`src/rtl/pidc_pkg.sv`:
```
// Shared types and constants for the clamped-integral PID core.
package pidc_pkg;

    localparam int unsigned DataW  = 32;
    localparam int unsigned GainW  = 16;
    localparam int unsigned DiffW  = DataW + 1;
    localparam int unsigned CfgIdxW = 3;
    localparam int unsigned FracGainW = 12;
    // three products of a Q4.12 gain and a 33-bit operand, summed
    localparam int unsigned ProdW  = GainW + DiffW;
    localparam int unsigned AccW   = ProdW + 3;

    localparam logic signed [GainW-1:0] KpReset   = 16'sd1024;
    localparam logic signed [GainW-1:0] KiReset   = 16'sd410;
    localparam logic signed [GainW-1:0] KdReset   = 16'sd3277;
    localparam logic signed [DataW-1:0] UpperReset = 32'sd622592;
    localparam logic signed [DataW-1:0] LowerReset = 32'sh8000_0000;

    typedef enum logic [CfgIdxW-1:0] {
        CFG_KP    = 3'd0,
        CFG_KI    = 3'd1,
        CFG_KD    = 3'd2,
        CFG_UPPER = 3'd3,
        CFG_LOWER = 3'd4
    } t_cfg_idx;

    typedef struct packed {
        logic signed [DataW-1:0] err;
        logic signed [DataW-1:0] sum;
        logic signed [DiffW-1:0] diff;
    } t_sum_item;

    typedef struct packed {
        logic signed [GainW-1:0] kp;
        logic signed [GainW-1:0] ki;
        logic signed [GainW-1:0] kd;
    } t_gains;

endpackage

```
`src/rtl/pidc_sum.sv`:
```
// Error-sum accumulator with clamp, previous-error register and first pipeline stage.
module pidc_sum (
    input  logic                               i_clk,
    input  logic                               i_rst_n,
    input  logic                               i_valid,
    output logic                               o_ready,
    input  logic signed [pidc_pkg::DataW-1:0]  i_error_sample,
    input  logic                               i_start_req,
    input  logic signed [pidc_pkg::DataW-1:0]  i_upper,
    input  logic signed [pidc_pkg::DataW-1:0]  i_lower,
    output logic                               o_valid,
    input  logic                               i_ready,
    output pidc_pkg::t_sum_item                o_item
);

    logic signed [pidc_pkg::DataW-1:0] r_error_sum, n_error_sum;
    logic signed [pidc_pkg::DataW-1:0] r_prev_error;
    logic                              r_valid;
    pidc_pkg::t_sum_item               r_item;
    logic signed [pidc_pkg::DataW-1:0] w_sum_base, w_prev_base;
    logic signed [pidc_pkg::DataW:0]   w_sum_raw, w_sum_hi;
    logic                              w_accept;

    assign o_ready  = !r_valid || i_ready;
    assign w_accept = i_valid && o_ready;

    always_comb begin
        w_sum_base  = i_start_req ? '0 : r_error_sum;
        w_prev_base = i_start_req ? '0 : r_prev_error;
        w_sum_raw   = {w_sum_base[pidc_pkg::DataW-1], w_sum_base}
                    + {i_error_sample[pidc_pkg::DataW-1], i_error_sample};
        // upper clamp first, lower clamp last so it wins on crossed limits
        w_sum_hi = (w_sum_raw > $signed({i_upper[pidc_pkg::DataW-1], i_upper}))
                 ? $signed({i_upper[pidc_pkg::DataW-1], i_upper}) : w_sum_raw;
        if (w_sum_hi < $signed({i_lower[pidc_pkg::DataW-1], i_lower})) begin
            n_error_sum = i_lower;
        end else begin
            n_error_sum = w_sum_hi[pidc_pkg::DataW-1:0];
        end
    end

    always_ff @(posedge i_clk) begin
        if (!i_rst_n) begin
            r_error_sum  <= '0;
            r_prev_error <= '0;
            r_valid      <= 1'b0;
        end else begin
            if (w_accept) begin
                r_error_sum  <= n_error_sum;
                r_prev_error <= i_error_sample;
            end
            if (o_ready) begin
                r_valid <= i_valid;
            end
        end
    end

    always_ff @(posedge i_clk) begin
        if (w_accept) begin
            r_item.err  <= i_error_sample;
            r_item.sum  <= n_error_sum;
            r_item.diff <= {i_error_sample[pidc_pkg::DataW-1], i_error_sample}
                         - {w_prev_base[pidc_pkg::DataW-1], w_prev_base};
        end
    end

    assign o_valid = r_valid;
    assign o_item  = r_item;

    a_sum_clamped: assert property (@(posedge i_clk) disable iff (!i_rst_n)
        (w_accept && i_rst_n) |=> (r_error_sum <= $past(i_upper)
                                   || r_error_sum == $past(i_lower)))
        else $error("error sum escaped its clamp");

    a_prev_tracks: assert property (@(posedge i_clk) disable iff (!i_rst_n)
        (w_accept && i_rst_n) |=> (r_prev_error == $past(i_error_sample)
                                   && r_item.sum == r_error_sum))
        else $error("state and staged sum disagree");

endmodule

```
`config.mk`:
```
export PLATFORM = sky130hd
export DESIGN_NAME = pidc_sum
export DESIGN_NICKNAME = d
export VERILOG_FILES = /design/src/rtl/pidc_pkg.sv /design/src/rtl/pidc_sum.sv
export SDC_FILE = /design/constraint.sdc
export NUM_CORES = 1
export LEC_CHECK = 0
export ABC_AREA = 1
export BUFFER_PORTS_ARGS = -buffer_cell sky130_fd_sc_hd__buf_2
export CAP_MARGIN = 40
export CELL_PAD_IN_SITES_DETAIL_PLACEMENT = 0
export CELL_PAD_IN_SITES_GLOBAL_PLACEMENT = 2
export CORE_MARGIN = 2
export CORE_UTILIZATION = 35
export DETAILED_ROUTE_END_ITERATION = 10
export PLACE_DENSITY = 0.95
export SYNTH_ARGS = -nofsm -noshare
export SYNTH_HDL_FRONTEND = slang
export SYNTH_SLANG_ARGS = --single-unit
export TNS_END_PERCENT = 30
```
`constraint.sdc`:
```
create_clock -name i_clk -period 14.1 [get_ports i_clk]
set_input_delay 0 -clock i_clk [delete_from_list [all_inputs] [get_ports i_clk]]
set_output_delay 0 -clock i_clk [all_outputs]
set_load 0.02 [all_outputs]
```
==> reports/metrics.yaml <==
run_status:
  status: "finished clean"
placement:
  numPortBuffers: 199
  gp_congestion: 0.910
  post-dp-hpwl_um: 29500
floorplanning:
  die_area_um2: 36200
  fp.dieH_um: 190
  core_area_um2: 34400
  start_util_pct: 35.3
  die_width_um: 190
  io-pin-count: 200
  row_count: 68
cts:
  post-cts-setup-buffers: 0
  cts-resized-gates: 0
  cts-root-buf: "clkbuf_16"
  cts_htree_levels: 4
  cts_tree: "done"
  cts_buffers: 17
  clk_path_buf_depth: 2
  clk_pin_slew_worst_paths_ns: 0.08
  clock_latency_ns: 0.45
  cts_sinks: 162
routing:
  wl_met1_um: 18100
  num_vias: 11400
  drtAntennaViolNets: 0
  met2WireLength_um: 17000
  drc: 0
  wire_per_inst_um: 16.1
  avgViaCountPerCell: 4.85
  drt_iter0_drc: 743
  top_layer_used: "met4"
  wl_um: 37700
  wl_met3_um: 2050
  first_pass_iters: 5
final_layout:
  nets: 2109
  n_fill_cell: 3649
  n_antenna_cell: 0
  drive_gt1_share_pct: 14.8
  final_common_cell: "nand2_1"
  syn_to_final_growth_pct: 22.6
  layout_common_cells: "nand2_1, inv_1, buf_2"
synthesis:
  synthCells: 1632
  yosysUniqueCellTypes: 47
  yosysWarnings: 0
  synthArstFlopShare_pct: 0
  synth-edff-count: 97
  synth.avg_cell_area_um2: 7.43
  syn-cell-area_um2: 12100
  ys.flop_type: "edfxtp_1"
  ys_seq_elements: 162
  yosysSeqAreaShare_pct: 34.7
  synthesis.nets: 1864
worst_hold_path:
  min_from: "i_rst_n"
  hold_depth: 3
  min_to: "r_prev_error[9]"
  hp-class: "in2reg"
timing:
  tns_ns: 0
  min_period_ns: 7.08
  slew_headroom_pct: 44.4
  min_period_over_period_pct: 50.2
  hold_violations: 0
  worstMarginPinSlew_ns: 0.833
  grt_setup_unrepaired: "false"
  drv_slew: 0
  fmaxAchievable_mhz: 141
  skew_ns: 0.0150
  whs_ns: 0.0878
  setup_viol_count_final: 0
worst_setup_path:
  r2r_end: "o_item[44]"
  critPathCaptureType: "flop"
  r2r_setup_slack_ns: 7.02
  required_ns: 14.28
  path_class: "reg2reg"
  worstSetupStartpointType: "flop"
  cp_max_fo: 32
  slowest_delay_ns: 0.45
  r2r-start: "r_error_sum[0]"
  cp_slowest_cell: "nand2_2"
  path_common_cell: "nand2_1"
  reg2regPathDepth: 40
  arrival_ns: 7.26
global_route:
  antenna_found_initial: 0
  grt_max_degree: 67
  grt.overflow.total: 0
  grt_pass1_wl_um: 58500
  grt_pass1_vias: 11000
  grt_util_all_layers_pct: 20.9
pwr:
  p_leak_uw: 0.00747
  power_density_nw_per_um2: 149
  peakVddDrop_uv: 84.1
flow_run:
  max_cap_violations: 0
==> cell usage after synthesis (18+ instances only) <==
master    instances  share of area (%)
edfxtp_1         97                 24
xor2_1           36                2.6
inv_1           257                8.0
dfxtp_1          65                 11
o21ai_0          59                2.4
a31oi_1          18               0.93
clkbuf_1         24               0.74
ha_1            129                 13
nand3_1         113                4.7
nand2_1         352                 11
nand3_2          21                1.7
a21oi_1         123                5.1
nor2_1          170                5.3
o21ai_1          35                1.4
==> report_power, final <==
part           total [uW]  internal [uW]  switching (uW)
sequential            643            619            24.7
combinational        1040            344             695
clock                 530            305             225
total                2210           1270             945
==> per-layer routing <==
layer	track usage [%]	vias up
met5	0	-
met4	5.01	0
met3	2.82	30
met2	33.9	315
met1	29.4	5152
li1	-	5872
==> cells by family after synthesis <==
group / Yosys count / share of synthesized area, %
compound gates: 278 / 12.7
buf+inv: 304 / 10.1
xor+xnor: 51 / 3.68
flops: 162 / 34.7
fa+ha+maj: 131 / 13.6
simple gates: 706 / 25.1
==> flip-flops by register name (all words and copies together), names as in the netlist <==
signal,flops
r_error_sum,32
r_prev_error,32
o_item,97
o_valid,1
==> metrics by stage <==
| stage | std cells | power (uW) | utilization, % | setup slack (ns) | area [um^2] |
|---|---|---|---|---|---|
| finish | 2345 | 2210 | 43.3 | 7.02 | 14900 |
| global route | 2345 | 2370 | 43.3 | 6.41 | 14900 |
| detailed placement | 2248 | 1670 | 39.5 | 6.82 | 13600 |
| global placement | 2244 | 1650 | 39.2 | 6.49 | 13500 |
| CTS | 2345 | 2230 | 43.3 | 7.04 | 14900 |
| floorplan | 1632 | 1410 | - | 8.92 | 12100 |
==> worst max-delay path by stage <==
stage	end	depth (start not counted)	startpoint	slack, ns
after global routing	r_error_sum[22]	41	r_error_sum[0]	6.41
after floorplan	o_item[33]	44	i_start_req	8.92
final	o_item[44]	40	r_error_sum[0]	7.02
after global placement	o_item[44]	39	i_start_req	6.49
after detailed placement	o_item[44]	40	i_start_req	6.82
after CTS	o_item[44]	40	r_error_sum[0]	7.04
==> final cells by class <==
| class | instances | area (um^2) | share of cell area, % |
|---|---|---|---|
| Multi-Input combinational cell | 1166 | 6690 | 45.0 |
| Timing Repair Buffer | 271 | 1770 | 11.9 |
| Clock inverter | 14 | 219 | 1.47 |
| Clock buffer | 18 | 429 | 2.89 |
| Sequential cell | 162 | 4210 | 28.3 |
| Inverter | 259 | 977 | 6.57 |
| Tap cell | 455 | 569 | 3.83 |
==> critical path, delay by kind of cell (launching register included) <==
family / cells / cell delay (ns)
AOI/OAI and AO/OA: 5 / 0.97
and+or+nand+nor: 25 / 3.66
adders and majority gates: 4 / 1.28
DFF: 1 / 0.31
buffers and inverters: 6 / 0.56
==> timing repair <==
| item | CTS | global route |
|---|---|---|
| setup endpoints to repair | 0 | 0 |
| hold endpoints to repair | 129 | 0 |
| hold buffers | 65 | 0 |
Power figures use the tool's default switching activity.
