## src/rtl/pidc_pkg.sv

```systemverilog
// Shared types and constants for the clamped-integral PID core.
package pidc_pkg;

    localparam int unsigned DataW  = 32;
    localparam int unsigned GainW  = 16;
    localparam int unsigned DiffW  = DataW + 1;
    localparam int unsigned CfgIdxW = 3;
    localparam int unsigned FracGainW = 12;
    // three products of a Q4.12 gain and a 33-bit operand, summed
    localparam int unsigned ProdW  = GainW + DiffW;
    localparam int unsigned AccW   = ProdW + 3;

    localparam logic signed [GainW-1:0] KpReset   = 16'sd1024;
    localparam logic signed [GainW-1:0] KiReset   = 16'sd410;
    localparam logic signed [GainW-1:0] KdReset   = 16'sd3277;
    localparam logic signed [DataW-1:0] UpperReset = 32'sd622592;
    localparam logic signed [DataW-1:0] LowerReset = 32'sh8000_0000;

    typedef enum logic [CfgIdxW-1:0] {
        CFG_KP    = 3'd0,
        CFG_KI    = 3'd1,
        CFG_KD    = 3'd2,
        CFG_UPPER = 3'd3,
        CFG_LOWER = 3'd4
    } t_cfg_idx;

    typedef struct packed {
        logic signed [DataW-1:0] err;
        logic signed [DataW-1:0] sum;
        logic signed [DiffW-1:0] diff;
    } t_sum_item;

    typedef struct packed {
        logic signed [GainW-1:0] kp;
        logic signed [GainW-1:0] ki;
        logic signed [GainW-1:0] kd;
    } t_gains;

endpackage

```

## src/rtl/pidc_mac.sv

```systemverilog
// Gain products, rounding and 32-bit saturation, two pipeline stages.
module pidc_mac (
    input  logic                               i_clk,
    input  logic                               i_rst_n,
    input  pidc_pkg::t_gains                   i_gains,
    input  logic                               i_valid,
    output logic                               o_ready,
    input  pidc_pkg::t_sum_item                i_item,
    output logic                               o_valid,
    input  logic                               i_ready,
    output logic signed [pidc_pkg::DataW-1:0]  o_drive
);

    localparam int unsigned ShW = pidc_pkg::AccW - pidc_pkg::FracGainW;
    localparam logic signed [ShW-1:0] RoundMax =
        {{(ShW-pidc_pkg::DataW+1){1'b0}}, {(pidc_pkg::DataW-1){1'b1}}};
    localparam logic signed [ShW-1:0] RoundMin =
        {{(ShW-pidc_pkg::DataW+1){1'b1}}, {(pidc_pkg::DataW-1){1'b0}}};

    logic                                  r_v2, r_v3;
    logic signed [pidc_pkg::ProdW-1:0]     r_p_kp, r_p_ki, r_p_kd;
    logic signed [pidc_pkg::ProdW-1:0]     w_p_kp, w_p_ki, w_p_kd;
    logic signed [pidc_pkg::DataW-1:0]     r_drive;
    logic signed [pidc_pkg::AccW-1:0]      w_acc;
    logic signed [ShW-1:0]                 w_round;
    logic signed [pidc_pkg::DataW-1:0]     n_drive;
    logic                                  w_load3, w_en2, w_load2;

    assign w_load3 = r_v2 && (!r_v3 || i_ready);
    assign w_en2   = !r_v2 || w_load3;
    assign w_load2 = i_valid && w_en2;
    assign o_ready = w_en2;

    // operands sign-extend to the full product width
    always_comb begin
        w_p_kp = i_gains.kp * i_item.err;
        w_p_ki = i_gains.ki * i_item.sum;
        w_p_kd = i_gains.kd * i_item.diff;
    end

    always_comb begin
        w_acc = pidc_pkg::AccW'(r_p_kp) + pidc_pkg::AccW'(r_p_ki)
              + pidc_pkg::AccW'(r_p_kd)
              + pidc_pkg::AccW'(1 << (pidc_pkg::FracGainW - 1));
        // arithmetic shift floors, giving round half up
        w_round = ShW'(w_acc >>> pidc_pkg::FracGainW);
        if (w_round > RoundMax) begin
            n_drive = {1'b0, {(pidc_pkg::DataW-1){1'b1}}};
        end else if (w_round < RoundMin) begin
            n_drive = {1'b1, {(pidc_pkg::DataW-1){1'b0}}};
        end else begin
            n_drive = w_round[pidc_pkg::DataW-1:0];
        end
    end

    always_ff @(posedge i_clk) begin
        if (!i_rst_n) begin
            r_v2 <= 1'b0;
            r_v3 <= 1'b0;
        end else begin
            if (w_en2) begin
                r_v2 <= i_valid;
            end
            if (!r_v3 || i_ready) begin
                r_v3 <= r_v2;
            end
        end
    end

    always_ff @(posedge i_clk) begin
        if (w_load2) begin
            r_p_kp <= w_p_kp;
            r_p_ki <= w_p_ki;
            r_p_kd <= w_p_kd;
        end
        if (w_load3) begin
            r_drive <= n_drive;
        end
    end

    assign o_valid = r_v3;
    assign o_drive = r_drive;

    a_v3_from_v2: assert property (@(posedge i_clk) disable iff (!i_rst_n)
        $rose(r_v3) |-> $past(r_v2))
        else $error("result valid without a staged item");

    a_load3: assert property (@(posedge i_clk) disable iff (!i_rst_n)
        (w_load3 && i_rst_n) |=> r_v3)
        else $error("loaded result not shown");

endmodule

```

## config.mk

```make
export PLATFORM = sky130hd
export DESIGN_NAME = pidc_mac
export DESIGN_NICKNAME = d
export VERILOG_FILES = /design/src/rtl/pidc_pkg.sv /design/src/rtl/pidc_mac.sv
export SDC_FILE = /design/constraint.sdc
export NUM_CORES = 2
export LEC_CHECK = 0
export ABC_AREA = 1
export ABC_CLOCK_PERIOD_IN_PS = 9060
export BUFFER_PORTS_ARGS = -buffer_cell sky130_fd_sc_hd__buf_4
export CORE_ASPECT_RATIO = 0.8
export CORE_UTILIZATION = 30
export CTS_BUF_LIST = sky130_fd_sc_hd__clkbuf_8 sky130_fd_sc_hd__clkbuf_16
export CTS_CLUSTER_SIZE = 20
export DETAILED_ROUTE_END_ITERATION = 12
export HOLD_SLACK_MARGIN = 0.12
export MAX_ROUTING_LAYER = met4
export PLACE_DENSITY = 0.47
export SLEW_MARGIN = 20
export SYNTH_ARGS = -nofsm -noshare
export SYNTH_HDL_FRONTEND = slang
export SYNTH_SLANG_ARGS = --single-unit
```

## constraint.sdc

```tcl
create_clock -name i_clk -period 9.06 [get_ports i_clk]
set_input_delay 0.453 -clock i_clk [delete_from_list [all_inputs] [get_ports i_clk]]
set_output_delay 0.453 -clock i_clk [all_outputs]
set_load 0.05 [all_outputs]
```

==> results.json <==
{
  "fin_util": 0.322,
  "synth_nets": 10300,
  "post_cts_buffers": 0,
  "synth_top_flop_cell": "edfxtp_1",
  "gp_congestion": 0.907,
  "synth.cell_area_um2": 66500,
  "timing.slew.headroom": 0.277,
  "overflow": 0,
  "status": "complete, no violations",
  "grt_max_degree": 78,
  "tns_ps": 0,
  "wirelength_um": 204000,
  "met2_length_um": 90500,
  "via_per_inst": 4.52,
  "clkLatencyLatePin_ps": 470,
  "clock_path_buffers": 2,
  "cts_resized": 0,
  "hp-class": "input port to flip-flop",
  "setup_viol": 0,
  "syn_area_per_cell_um2": 8.07,
  "ys_warn_count": 0,
  "crit_buf_inv": 7,
  "slew_viol_final": 0,
  "grt_pass1_vias": 54300,
  "coreArea_um2": 220000,
  "startpoint_type": "input port",
  "critPathRequiredTime_ps": 9320,
  "synthCells": 8239,
  "detailed_place_hpwl_um": 170000,
  "seq_area_frac_synth": 0.0806,
  "nNetsFinal": 10200,
  "floorplan.die_area_um2": 224000,
  "grt_setup_unrepaired": "no",
  "die_w_um": 528,
  "worstMarginPinSlew_ps": 1080,
  "met3_length_um": 11100,
  "synth_edf_count": 177,
  "grt_antenna_before_repair": 3,
  "firstDrtPassIters": 5,
  "ios": 183,
  "worstPathMaxFanout": 32,
  "grt_pass1_wl_um": 322000,
  "fp.dieH_um": 423,
  "maxUsedRoutingLayer": "met4",
  "htreeDepth": 4,
  "cts_buffers": 17,
  "wl_per_cell_um": 18.4,
  "cp_top_family": "adder cells",
  "timing.fmax_mhz": 145,
  "drive_above_1_share": 0.0326,
  "start_util": 0.302,
  "fillers": 23500,
  "dp_slack_ps": 1850,
  "period_needed_ps": 6910,
  "critPathCaptureType": "flip-flop",
  "cts_hold_buffers": 0,
  "async_reset_ff_frac": 0,
  "max_stage_delay_ps": 640,
  "cp_data_arrival_time_ps": 7180,
  "grt_util_all_layers": 0.193,
  "cts_root_buffer": "clkbuf_16",
  "clock_sinks": 179,
  "ys_seq_elements": 179,
  "maxCapViolCount": 0,
  "vias": 50100,
  "critPathKind": "input port to flip-flop",
  "cpMaxStageDelayCell": "nor4_1",
  "finalClockSkew_ps": 14.2,
  "drc_errors": 0,
  "synth.distinct_cells": 49,
  "cts_tree": "done",
  "path_clk_slew_ps": 70,
  "drt_iter0_markers": 3294,
  "ant_nets": 0,
  "rows": 154,
  "worst_slack_ps": 2150,
  "worstPathCellList": "buf_4, nand2_1, inv_1, fa_1, fa_1, inv_1, fa_1, inv_1, fa_1, fa_1, inv_1, fa_1, inv_1, ha_1, nand2_1, nor2_1, inv_1, nor4_1, o21ai_0, nand3_1, nand3_1, o211ai_1, xor2_1",
  "port_buffers": 182,
  "fin_crit_sh": 0.763,
  "hold_viol": 0,
  "area_growth_pct": 6.63,
  "wl_met1_um": 96700
}
layout by cell type (no fill, tap or decap), types with 3 or more instances in the layout:
cell	Yosys	layout
a211oi_1	3	3
a21boi_0	7	7
a21o_1	20	20
a21oi_1	226	225
a221oi_1	4	4
a31oi_1	45	45
and3_1	7	7
buf_4	0	187
clkbuf_16	0	17
clkinv_2	0	4
edfxtp_1	177	177
fa_1	1520	1520
ha_1	440	440
inv_1	2520	2519
inv_2	4	4
inv_6	0	4
nand2_1	2038	2038
nand2_2	5	5
nand3_1	85	85
nand3b_1	3	3
nand4_1	17	17
nor2_1	328	328
nor2_2	6	6
nor3_1	26	26
nor4_1	16	16
o211ai_1	7	7
o21a_1	12	12
o21ai_0	122	122
o21ai_1	4	4
o21bai_1	26	26
o221ai_1	4	4
or2_2	18	18
xnor2_1	73	73
xor2_1	116	116
final cells by class:
cell class                 instances  area [um2]  share of cell area
multi-input combinational       5196       50300               0.710
clock buffer                      17         425             0.00600
clock inverter                    15         154             0.00217
tap                             2964        3710              0.0523
antenna                            2        5.00           0.0000706
inverter                        2525        9480               0.134
sequential                       179        5360              0.0755
timing repair buffer             188        1420              0.0200
synth_stat cells (2+ instances only):
| master | n | area [um2] |
|---|---|---|
| nor4_1 | 16 | 100 |
| xnor2_1 | 73 | 639 |
| o21ai_1 | 4 | 20.0 |
| a31oi_1 | 45 | 282 |
| nand3b_1 | 3 | 22.5 |
| o221ai_1 | 4 | 35.0 |
| a21o_1 | 20 | 150 |
| nor3b_2 | 2 | 25.0 |
| o211ai_1 | 7 | 52.6 |
| a211oi_1 | 3 | 22.5 |
| nand2_2 | 5 | 31.3 |
| o22ai_1 | 2 | 12.5 |
| inv_2 | 4 | 15.0 |
| nor3_1 | 26 | 130 |
| a221oi_1 | 4 | 35.0 |
| buf_6 | 6 | 67.6 |
| or2_2 | 18 | 113 |
| nand2_1 | 2038 | 7650 |
| ha_1 | 440 | 5510 |
| a21oi_1 | 226 | 1130 |
| o21bai_1 | 26 | 195 |
| dfxtp_1 | 2 | 40.0 |
| o21ai_0 | 122 | 611 |
| nand2_4 | 2 | 22.5 |
| inv_1 | 2520 | 9460 |
| o21a_1 | 12 | 90.1 |
| nand3_2 | 2 | 20.0 |
| a21boi_0 | 7 | 52.6 |
| nand3_1 | 85 | 425 |
| nand4_1 | 17 | 106 |
| edfxtp_1 | 177 | 5320 |
| nor2_1 | 328 | 1230 |
| and3_1 | 7 | 43.8 |
| fa_1 | 1520 | 30400 |
| xor2_1 | 116 | 1020 |
| nor2_2 | 6 | 37.5 |
| clkbuf_1 | 332 | 1250 |
flip-flops by register name, summed over array words and instances, names as in the netlist:
signal,count
o_drive,32
o_valid,1
r_p_kd,49
r_p_ki,48
r_p_kp,48
r_v2,1
tightest hold or removal path, stage by stage:
cell	delay, ps
buf_4	140
inv_1	70
a21oi_1	40
final timing paths:
path,cells past startpoint,from,endpoint,slack (ps)
max,23,i_gains[17],r_p_ki[45]$_DFFE_PP_,2150
min,3,i_rst_n,r_v2$_SDFFE_PN0N_,290
max reg2reg,18,r_p_kp[36]$_DFFE_PP_,o_drive[10]$_SDFFCE_PN1P_,5020
min reg2reg,2,r_v2$_SDFFE_PN0N_,o_valid$_SDFFE_PN0P_,530
logic make-up after synthesis:
logic type      Yosys count  share of synthesized area
fa+ha+maj              1960                      0.541
flops                   179                     0.0806
simple gates           2558                      0.150
compound gates          488                     0.0412
buf+inv                2864                      0.162
xor+xnor                190                     0.0251
through the flow:
step	instances	cell area, um2	hold slack (ps)
2_1_floorplan	8239	66500	447
3_3_place_gp	11100	70300	510
3_5_place_dp	11100	70300	527
4_1_cts	11100	70900	256
5_1_grt	11100	70900	252
6_report	11100	70900	287
layer usage:
layer,vias to the layer above,track usage
met5,-,-
met4,0,0.0486
met3,191,0.0223
met2,1323,0.294
met1,25500,0.273
li1,23100,-
Power is not shown: default switching activity piles up to over one toggle a cycle in this logic, so the estimate is an artifact.
